<file path="src/rtl/mrc_pkg.sv">
package mrc_pkg;

    localparam int CFG_INDEX_W = 3;
    localparam int CFG_DATA_W  = 32;

    localparam logic [CFG_INDEX_W-1:0] REG_EXPECTED_ADDRESS  = 3'd0;
    localparam logic [CFG_INDEX_W-1:0] REG_EXPECTED_FUNCTION = 3'd1;
    localparam logic [CFG_INDEX_W-1:0] REG_CHECK_MODE        = 3'd2;
    localparam logic [CFG_INDEX_W-1:0] REG_REGISTER_COUNT    = 3'd3;
    localparam logic [CFG_INDEX_W-1:0] REG_ECHO_WORD         = 3'd4;

    localparam logic [15:0] CRC_POLY    = 16'hA001;
    localparam logic [15:0] CRC_INIT    = 16'hFFFF;
    localparam logic [6:0]  FUNC_MASK   = 7'h7F;
    localparam logic [7:0]  ECHO_LENGTH = 8'd8;

    localparam logic MODE_READ = 1'b0;
    localparam logic MODE_ECHO = 1'b1;

    localparam logic KIND_WORD   = 1'b0;
    localparam logic KIND_STATUS = 1'b1;

    localparam logic [1:0] STATUS_OK       = 2'd0;
    localparam logic [1:0] STATUS_PROTOCOL = 2'd1;
    localparam logic [1:0] STATUS_CRC      = 2'd2;

    typedef struct packed {
        logic [7:0]  expected_address;
        logic [6:0]  expected_function;
        logic        check_mode;
        logic [6:0]  register_count;
        logic [31:0] echo_word;
    } cfg_t;

    typedef struct packed {
        logic        kind;
        logic [15:0] register_word;
        logic [1:0]  status;
    } result_t;

endpackage

</file>
<file path="src/rtl/mrc_crc8.sv">
module mrc_crc8 (
    input  logic [15:0] crc_in,
    input  logic [7:0]  data_in,
    output logic [15:0] crc_out
);
    import mrc_pkg::*;

    always_comb begin
        logic [15:0] c;
        c = crc_in ^ {8'h00, data_in};
        for (int k = 0; k < 8; k++) begin
            if (c[0]) begin
                c = (c >> 1) ^ CRC_POLY;
            end else begin
                c = c >> 1;
            end
        end
        crc_out = c;
    end

endmodule

</file>
<file path="src/rtl/mrc_frame.sv">
module mrc_frame #(
    parameter int MAX_REGISTERS = 125
) (
    input  logic              aclk,
    input  logic              aresetn,
    input  logic              accept,
    input  logic [7:0]        rx_byte,
    input  mrc_pkg::cfg_t     cfg,
    output logic              res_valid,
    output mrc_pkg::result_t  res
);
    import mrc_pkg::*;

    localparam logic [6:0] MAX_COUNT = 7'(MAX_REGISTERS);

    logic [7:0]  pos_reg, pos_next;
    logic [15:0] crc_reg, crc_next;
    logic        hdr_bad_reg, hdr_bad_next;
    logic        body_bad_reg, body_bad_next;
    logic [7:0]  high_reg, high_next;
    logic [7:0]  crc_low_reg, crc_low_next;

    logic [15:0] crc_fed;
    logic [6:0]  count;
    logic [7:0]  total_len;
    logic [8:0]  pos_plus1;
    logic [8:0]  pos_plus2;
    logic        last_byte;
    logic        crc_low_byte;
    logic [7:0]  echo_want;

    mrc_crc8 u_crc8 (
        .crc_in  (crc_reg),
        .data_in (rx_byte),
        .crc_out (crc_fed)
    );

    always_comb begin
        if (cfg.register_count == 7'd0) begin
            count = 7'd1;
        end else if (cfg.register_count > MAX_COUNT) begin
            count = MAX_COUNT;
        end else begin
            count = cfg.register_count;
        end
        total_len = (cfg.check_mode == MODE_ECHO) ? ECHO_LENGTH
                                                  : 8'd5 + {count, 1'b0};
        pos_plus1    = {1'b0, pos_reg} + 9'd1;
        pos_plus2    = {1'b0, pos_reg} + 9'd2;
        last_byte    = pos_plus1 >= {1'b0, total_len};
        crc_low_byte = pos_plus2 == {1'b0, total_len};
    end

    // byte 2 is the most significant echo byte
    always_comb begin
        unique case (pos_reg[2:0])
            3'd2:    echo_want = cfg.echo_word[31:24];
            3'd3:    echo_want = cfg.echo_word[23:16];
            3'd4:    echo_want = cfg.echo_word[15:8];
            3'd5:    echo_want = cfg.echo_word[7:0];
            default: echo_want = 8'h00;
        endcase
    end

    always_comb begin
        pos_next      = pos_reg;
        crc_next      = crc_reg;
        hdr_bad_next  = hdr_bad_reg;
        body_bad_next = body_bad_reg;
        high_next     = high_reg;
        crc_low_next  = crc_low_reg;
        res_valid     = 1'b0;
        res.kind          = KIND_WORD;
        res.register_word = 16'h0000;
        res.status        = STATUS_OK;

        if (accept) begin
            if (last_byte) begin
                res_valid  = 1'b1;
                res.kind   = KIND_STATUS;
                // header error wins over crc error
                if (hdr_bad_reg) begin
                    res.status = STATUS_PROTOCOL;
                end else if ({rx_byte, crc_low_reg} != crc_reg) begin
                    res.status = STATUS_CRC;
                end else if (body_bad_reg) begin
                    res.status = STATUS_PROTOCOL;
                end else begin
                    res.status = STATUS_OK;
                end
                pos_next      = 8'd0;
                crc_next      = CRC_INIT;
                hdr_bad_next  = 1'b0;
                body_bad_next = 1'b0;
                high_next     = 8'd0;
                crc_low_next  = 8'd0;
            end else begin
                pos_next = pos_plus1[7:0];
                if (crc_low_byte) begin
                    crc_low_next = rx_byte;
                end else begin
                    crc_next = crc_fed;
                    if (pos_reg == 8'd0) begin
                        if (rx_byte != cfg.expected_address) hdr_bad_next = 1'b1;
                    end else if (pos_reg == 8'd1) begin
                        if ((rx_byte[6:0] & FUNC_MASK) != cfg.expected_function) begin
                            hdr_bad_next = 1'b1;
                        end
                    end else if (cfg.check_mode == MODE_ECHO) begin
                        if (pos_reg <= 8'd5 && rx_byte != echo_want) body_bad_next = 1'b1;
                    end else if (pos_reg == 8'd2) begin
                        if (rx_byte != {count, 1'b0}) body_bad_next = 1'b1;
                    end else if (pos_reg[0]) begin
                        high_next = rx_byte;
                    end else begin
                        res_valid         = 1'b1;
                        res.kind          = KIND_WORD;
                        res.register_word = {high_reg, rx_byte};
                    end
                end
            end
        end
    end

    always_ff @(posedge aclk) begin
        if (!aresetn) begin
            pos_reg      <= 8'd0;
            crc_reg      <= CRC_INIT;
            hdr_bad_reg  <= 1'b0;
            body_bad_reg <= 1'b0;
            high_reg     <= 8'd0;
            crc_low_reg  <= 8'd0;
        end else begin
            pos_reg      <= pos_next;
            crc_reg      <= crc_next;
            hdr_bad_reg  <= hdr_bad_next;
            body_bad_reg <= body_bad_next;
            high_reg     <= high_next;
            crc_low_reg  <= crc_low_next;
        end
    end

endmodule

</file>
<file path="config.mk">
export PLATFORM = sky130hd
export DESIGN_NAME = mrc_frame
export DESIGN_NICKNAME = d
export VERILOG_FILES = /design/src/rtl/mrc_pkg.sv /design/src/rtl/mrc_crc8.sv /design/src/rtl/mrc_frame.sv
export SDC_FILE = /design/constraint.sdc
export NUM_CORES = 1
export LEC_CHECK = 0
export BUFFER_PORTS_ARGS = -buffer_cell sky130_fd_sc_hd__clkbuf_2
export CAP_MARGIN = 20
export CORE_MARGIN = 4
export CORE_UTILIZATION = 40
export CTS_CLUSTER_DIAMETER = 60
export DETAILED_ROUTE_END_ITERATION = 10
export SLEW_MARGIN = 20
export SYNTH_ARGS = -nofsm -noshare
export SYNTH_HDL_FRONTEND = slang
export SYNTH_SLANG_ARGS = --single-unit
</file>
<file path="constraint.sdc">
create_clock -name aclk -period 3.7 [get_ports aclk]
set_input_delay 0.185 -clock aclk [delete_from_list [all_inputs] [get_ports aclk]]
set_output_delay 0.185 -clock aclk [all_outputs]
set_load 0.1 [all_outputs]
</file>
# Yosys cells after proc, flatten, opt, wreduce, memory -nomap -nowiden
# Cells that the tools add are included.
[word_totals]
output_inout_bits = 20
inputBits = 66
reg_bits = 42
[classes]
eq_ne = 19
muxes = 59
addsub = 3
reduce_logical = 14
order_cmp = 3
n_bitwise = 9
[op_table]
columns = ["op", "n"]
rows = [
  ["$mux W16", 17],
  ["$mux W8", 11],
  ["$pmux W8 S4", 1],
  ["$mux W1", 24],
  ["$ne A8 B8 Y1", 3],
  ["$not A2 Y3", 8],
  ["$mux W19", 1],
  ["$ne A16 B16 Y1", 1],
  ["$xor A16 B8 Y16", 1],
  ["$mux W7", 2],
  ["$reduce_and A7 Y1", 2],
  ["$reduce_bool A3 Y1", 4],
  ["$add A8 B1 Y9 const B", 1],
  ["$add A8 B2 Y9 const B", 1],
  ["$eq A9 B8 Y1", 1],
  ["$ge A9 B8 Y1", 1],
  ["$add A3 B8 Y8 const A", 1],
  ["$eq A8 B1 Y1 const B", 1],
  ["$eq A8 B2 Y1 const B", 1],
  ["$le A8 B3 Y1 const B", 1],
  ["$logic_not A8 Y1", 1],
  ["$ne A2 B2 Y1 const B", 4],
  ["$gt A7 B7 Y1 const B", 1],
  ["$logic_not A7 Y1", 1],
  ["11 further kinds", 17],
]

# Depth between registers and ports, before layout
[logic_depth]
depth_word = 19
mapped_depth = 15
ltp_nobuf = 13

# Hierarchy
# A second synthesis with hierarchy kept.
[hier_totals]
cells_unflattened = 531
hier_area_um2 = 4146.5
[modules_own_cells]
columns = ["module", "instances", "cells_each", "area_per_inst_um2", "seq_area_each_um2"]
rows = [
  ["mrc_frame", 1, 502, 3862.5, 840.8],
  ["mrc_crc8", 1, 29, 284.0, 0.0],
]

# Least setup slack after synthesis
# Ideal clock, no wire load.
[synth_path]
kind = "input port to output port"
startpoint = "in cfg[35] (netlist bit)"
endpoint = "out res[1] (netlist bit)"
cell_stages = 12
t_arrival_ps = 4469
slack_ps = -954
n_path_buf = 1
cell_sequence = "buf_4 and4_1 a21boi_1 ha_1 xnor2_1 or2_2 ha_1 nand4_1 nor2_1 a21o_1 nand2_1 nor3_1"
[synth_lines]
columns = ["item", "line_no", "rtl"]
rows = [
  ["start, declared", "mrc_frame.sv:8", "input mrc_pkg::cfg_t cfg,"],
  ["end, declared", "mrc_frame.sv:10", "output mrc_pkg::result_t res"],
]

==> impl_metrics.py <==
metrics = {
    "timing": {
        "min_period_ps": 3600,
        "finalSetupViolations": 0,
        "worst_pin_slew_ps": 764,
        "max_slew_margin_pct": 48.6,
        "hold_violations": 0,
        "whs_ps": 364,
        "fin_skew_ps": 4.98,
        "post-route-period-util_pct": 97.3,
        "maxSlewViolCount": 0,
        "fmax_ghz": 0.278,
    },
    "clock_network": {
        "htree_levels": 2,
        "cts_inserted_buffers": 5,
        "cts_tree": "done",
        "cts_root_buf": "clkbuf_8",
        "clockBufferDepth": 2,
        "worstSkewPairLatency_ps": 300,
        "clkSinkCount": 42,
        "clk_pin_slew_ps": 90,
    },
    "placement": {
        "place_hpwl_um": 8120,
        "portBuffers": 85,
        "place_congestion": 0.881,
    },
    "global_routing": {
        "grt_pass1_vias": 3278,
        "grt_use_met2_pct": 34.3,
        "met1_usage_pct": 24.9,
        "grt_pass1_wl_um": 16200,
        "antenna_found_initial": 0,
        "grt_usage_pct": 19.4,
        "busiest_layer": "met2",
        "use_met3_pct": 2.46,
        "grt_start_max_net_pins": 25,
        "gr-total-overflow": 0,
    },
    "setup_path": {
        "cp_max_fo": 8,
        "critPathTopFamily": "compound AO/OA/AOI/OAI gates",
        "cp_slowest_cell": "a2111oi_4",
        "cp.arrival_ps": 3420,
        "required_ps": 3510,
        "crit_path_start": "pos_reg[1]",
        "reg2reg_slack_ps": 410,
        "path_cells": "ha_4 > nand4_1 > xnor2_2 > ha_1 > a21o_1 > a21o_1 > a221o_1 > a21o_4 > a2111oi_4 > buf_6 > and2_2 > buf_12",
        "r2r_cells": 13,
        "critical_path_depth": 12,
        "r2r_start": "pos_reg[1]",
        "cpMostUsedCell": "a21o_1",
        "critPathCapture": "res[2]",
        "crit_type": "reg -> out",
        "r2r-end": "high_reg[4]",
        "crit_path_start_kind": "flop",
        "critPathCaptureType": "output port",
        "slowest_delay_ps": 420,
        "crit_buf_inv": 2,
    },
    "synthesis": {
        "syn_inst": 418,
        "yosys.area.top_type": "dfxtp_1",
        "ys_warn_count": 0,
        "synth.top_cell.area_share_pct": 23.6,
        "synth-seq-cells": 42,
        "syn-cell-area_mm2": 0.00356,
        "synth_cell_types": 61,
        "syn-num-nets": 500,
        "seq_area_frac_synth_pct": 23.6,
        "async_flop_share_pct": 0,
        "syn_avg_cell_area_um2": 8.51,
        "synth_top_flop_cell": "dfxtp_1",
        "synth_edf_count": 0,
        "synth.area.top_cells": "dfxtp_1, xnor2_1, ha_1, xor2_1, a32o_1",
    },
    "run": {
        "drv_cap": 0,
    },
    "power": {
        "power.total_mw": 1.47,
        "combPwrFrac_pct": 38.5,
        "swShare_pct": 35.2,
        "switchingPower_mw": 0.519,
        "powerDensity_mw_per_mm2": 320,
        "internal-power_mw": 0.956,
        "clockPowerShare_pct": 25.2,
        "p_seq_share_pct": 36.3,
        "p_leak_nw": 1.90,
        "irDropWorstVdd_mv": 0.289,
    },
    "finish": {
        "n_antenna_cell": 0,
        "final_nets": 580,
        "fin_util_pct": 53.1,
        "syn2layout_area_growth_pct": 29.7,
        "drive_gt1_share_pct": 31.5,
        "fillers": 792,
        "largest_reg_flops": 16,
    },
    "drt": {
        "antenna_left": 0,
        "routed_wl_um": 10500,
        "via_per_inst": 5.59,
        "drc": 0,
        "drt-initial-drc-count": 223,
        "vias": 3391,
        "routedWlPerCell_um": 17.3,
        "firstDrtPassIters": 5,
    },
    "floorplanning": {
        "io_pins": 86,
        "fp.dieH_um": 102,
        "placementRows": 34,
        "initial_core_util_pct": 41.0,
        "core_area_mm2": 0.00868,
        "die-width_um": 102,
        "die_area_mm2": 0.0105,
    },
    "worst_hold_path": {
        "min_path_type": "in -> reg",
    },
    "outcome": {
        "status": "finished, final reports clean",
    },
}
==> repair_timing <==
| action | CTS | global route |
|---|---|---|
| hold buffers | 0 | 0 |
| gates resized for setup | 0 | 23 |
| buffers inserted | 0 | 0 |
| setup endpoints to repair | 0 | 19 |
==> worst reg2reg max path, cell delays in order, from the launching register on <==
cell       delay [ps]
dfxtp_4           390
ha_4              160
nand4_1           190
xnor2_2           210
ha_1              310
a21o_1            160
a21o_1            160
a221o_1           360
a21oi_1           210
buf_4             190
nand2_1           130
a2111oi_2         410
buf_4             220
a32o_1            130
==> cells by family (layout without fill, tap and decap cells) <==
kind of cell	count (synthesis)	count (layout)	synth area share (%)
adders and majority gates	16	16	5.63
muxes	12	12	3.38
buffers and inverters	41	122	4.71
AOI/OAI and AO/OA	91	91	22.0
and+or+nand+nor	135	135	20.3
xor gates and xnor gates	81	81	20.3
DFF	42	42	23.6
==> through the flow <==
stage / worst slack [ps] / instance area (um2) / cells / TNS [ps]
after global routing: -59.6 / 4610 / 607 / -693
after global placement: 118 / 4430 / 598 / 0
after detailed placement: 105 / 4430 / 598 / 0
after CTS: 25.2 / 4540 / 606 / 0
after floorplan: -82.0 / 3600 / 418 / -273
final: 98.7 / 4610 / 607 / 0
==> power by group through the flow <==
| stage | Clock, mW | Combinational (mW) | Sequential [mW] |
|---|---|---|---|
| after floorplan | 0 | 0.413 | 0.536 |
| after global placement | 0 | 0.553 | 0.545 |
| after detailed placement | 0 | 0.560 | 0.545 |
| after CTS | 0.381 | 0.564 | 0.535 |
| after global routing | 0.400 | 0.617 | 0.541 |
| final | 0.372 | 0.568 | 0.535 |
==> synth_stat cells (2+ instances only) <==
| master | instances |
|---|---|
| or4_1 | 2 |
| a32o_1 | 16 |
| nor4_1 | 10 |
| mux2i_1 | 12 |
| a211o_1 | 2 |
| a222oi_1 | 8 |
| o31ai_1 | 5 |
| a21o_1 | 6 |
| nor2_1 | 36 |
| a22o_1 | 8 |
| xnor2_1 | 61 |
| a21oi_1 | 12 |
| dfxtp_1 | 42 |
| nor3_1 | 5 |
| or2_2 | 2 |
| nand2_1 | 19 |
| buf_1 | 2 |
| and3_1 | 2 |
| nand3_1 | 16 |
| nor2b_1 | 3 |
| a21boi_0 | 9 |
| nand4_1 | 9 |
| a31oi_1 | 2 |
| inv_1 | 9 |
| buf_2 | 2 |
| or3_1 | 3 |
| ha_1 | 16 |
| xor2_1 | 19 |
| and2_1 | 17 |
| a32oi_1 | 2 |
| buf_4 | 3 |
| o21ai_0 | 4 |
| clkbuf_1 | 25 |
| o2111ai_1 | 2 |
==> layer usage <==
layer,vias to the layer above,share of wire [%]
met5,-,0
met3,6,5.5
met4,0,0.94
met1,1605,45
met2,103,49
li1,1677,-
==> cells in the final DEF, fill, tap and decap left out, types with 10 or more instances in the layout <==
cell type  synthesis  routed
dfxtp_1           42      39
xor2_1            19      19
buf_12             0      17
nor4_1            10      10
mux2i_1           12      12
a21oi_1           12      12
buf_4              3      17
xnor2_1           61      60
nand2_1           19      19
a32o_1            16      16
clkbuf_2           0      65
nand3_1           16      15
ha_1              16      14
nor2_1            36      34
==> worst min-delay path by stage <==
stage,cells after the start,start,end
2_1_floorplan,2,body_bad_reg,body_bad_reg
3_3_place_gp,2,body_bad_reg,body_bad_reg
6_report,2,rx_byte[7],high_reg[7]
3_5_place_dp,2,body_bad_reg,body_bad_reg
5_1_grt,2,rx_byte[7],high_reg[7]
4_1_cts,2,rx_byte[7],high_reg[7]
==> area by class of cell <==
class                   count  area [um2]  share of cell area (%)
multi-input cells         335        2640                    57.2
inverters                   9        33.8                   0.733
repair buffers            105         847                    18.4
well taps                 108         135                    2.93
clock buffers               5        68.8                    1.49
clock inverters             3        43.8                   0.950
flip-flops and latches     42         847                    18.4
(Power assumes the default switching activity.)
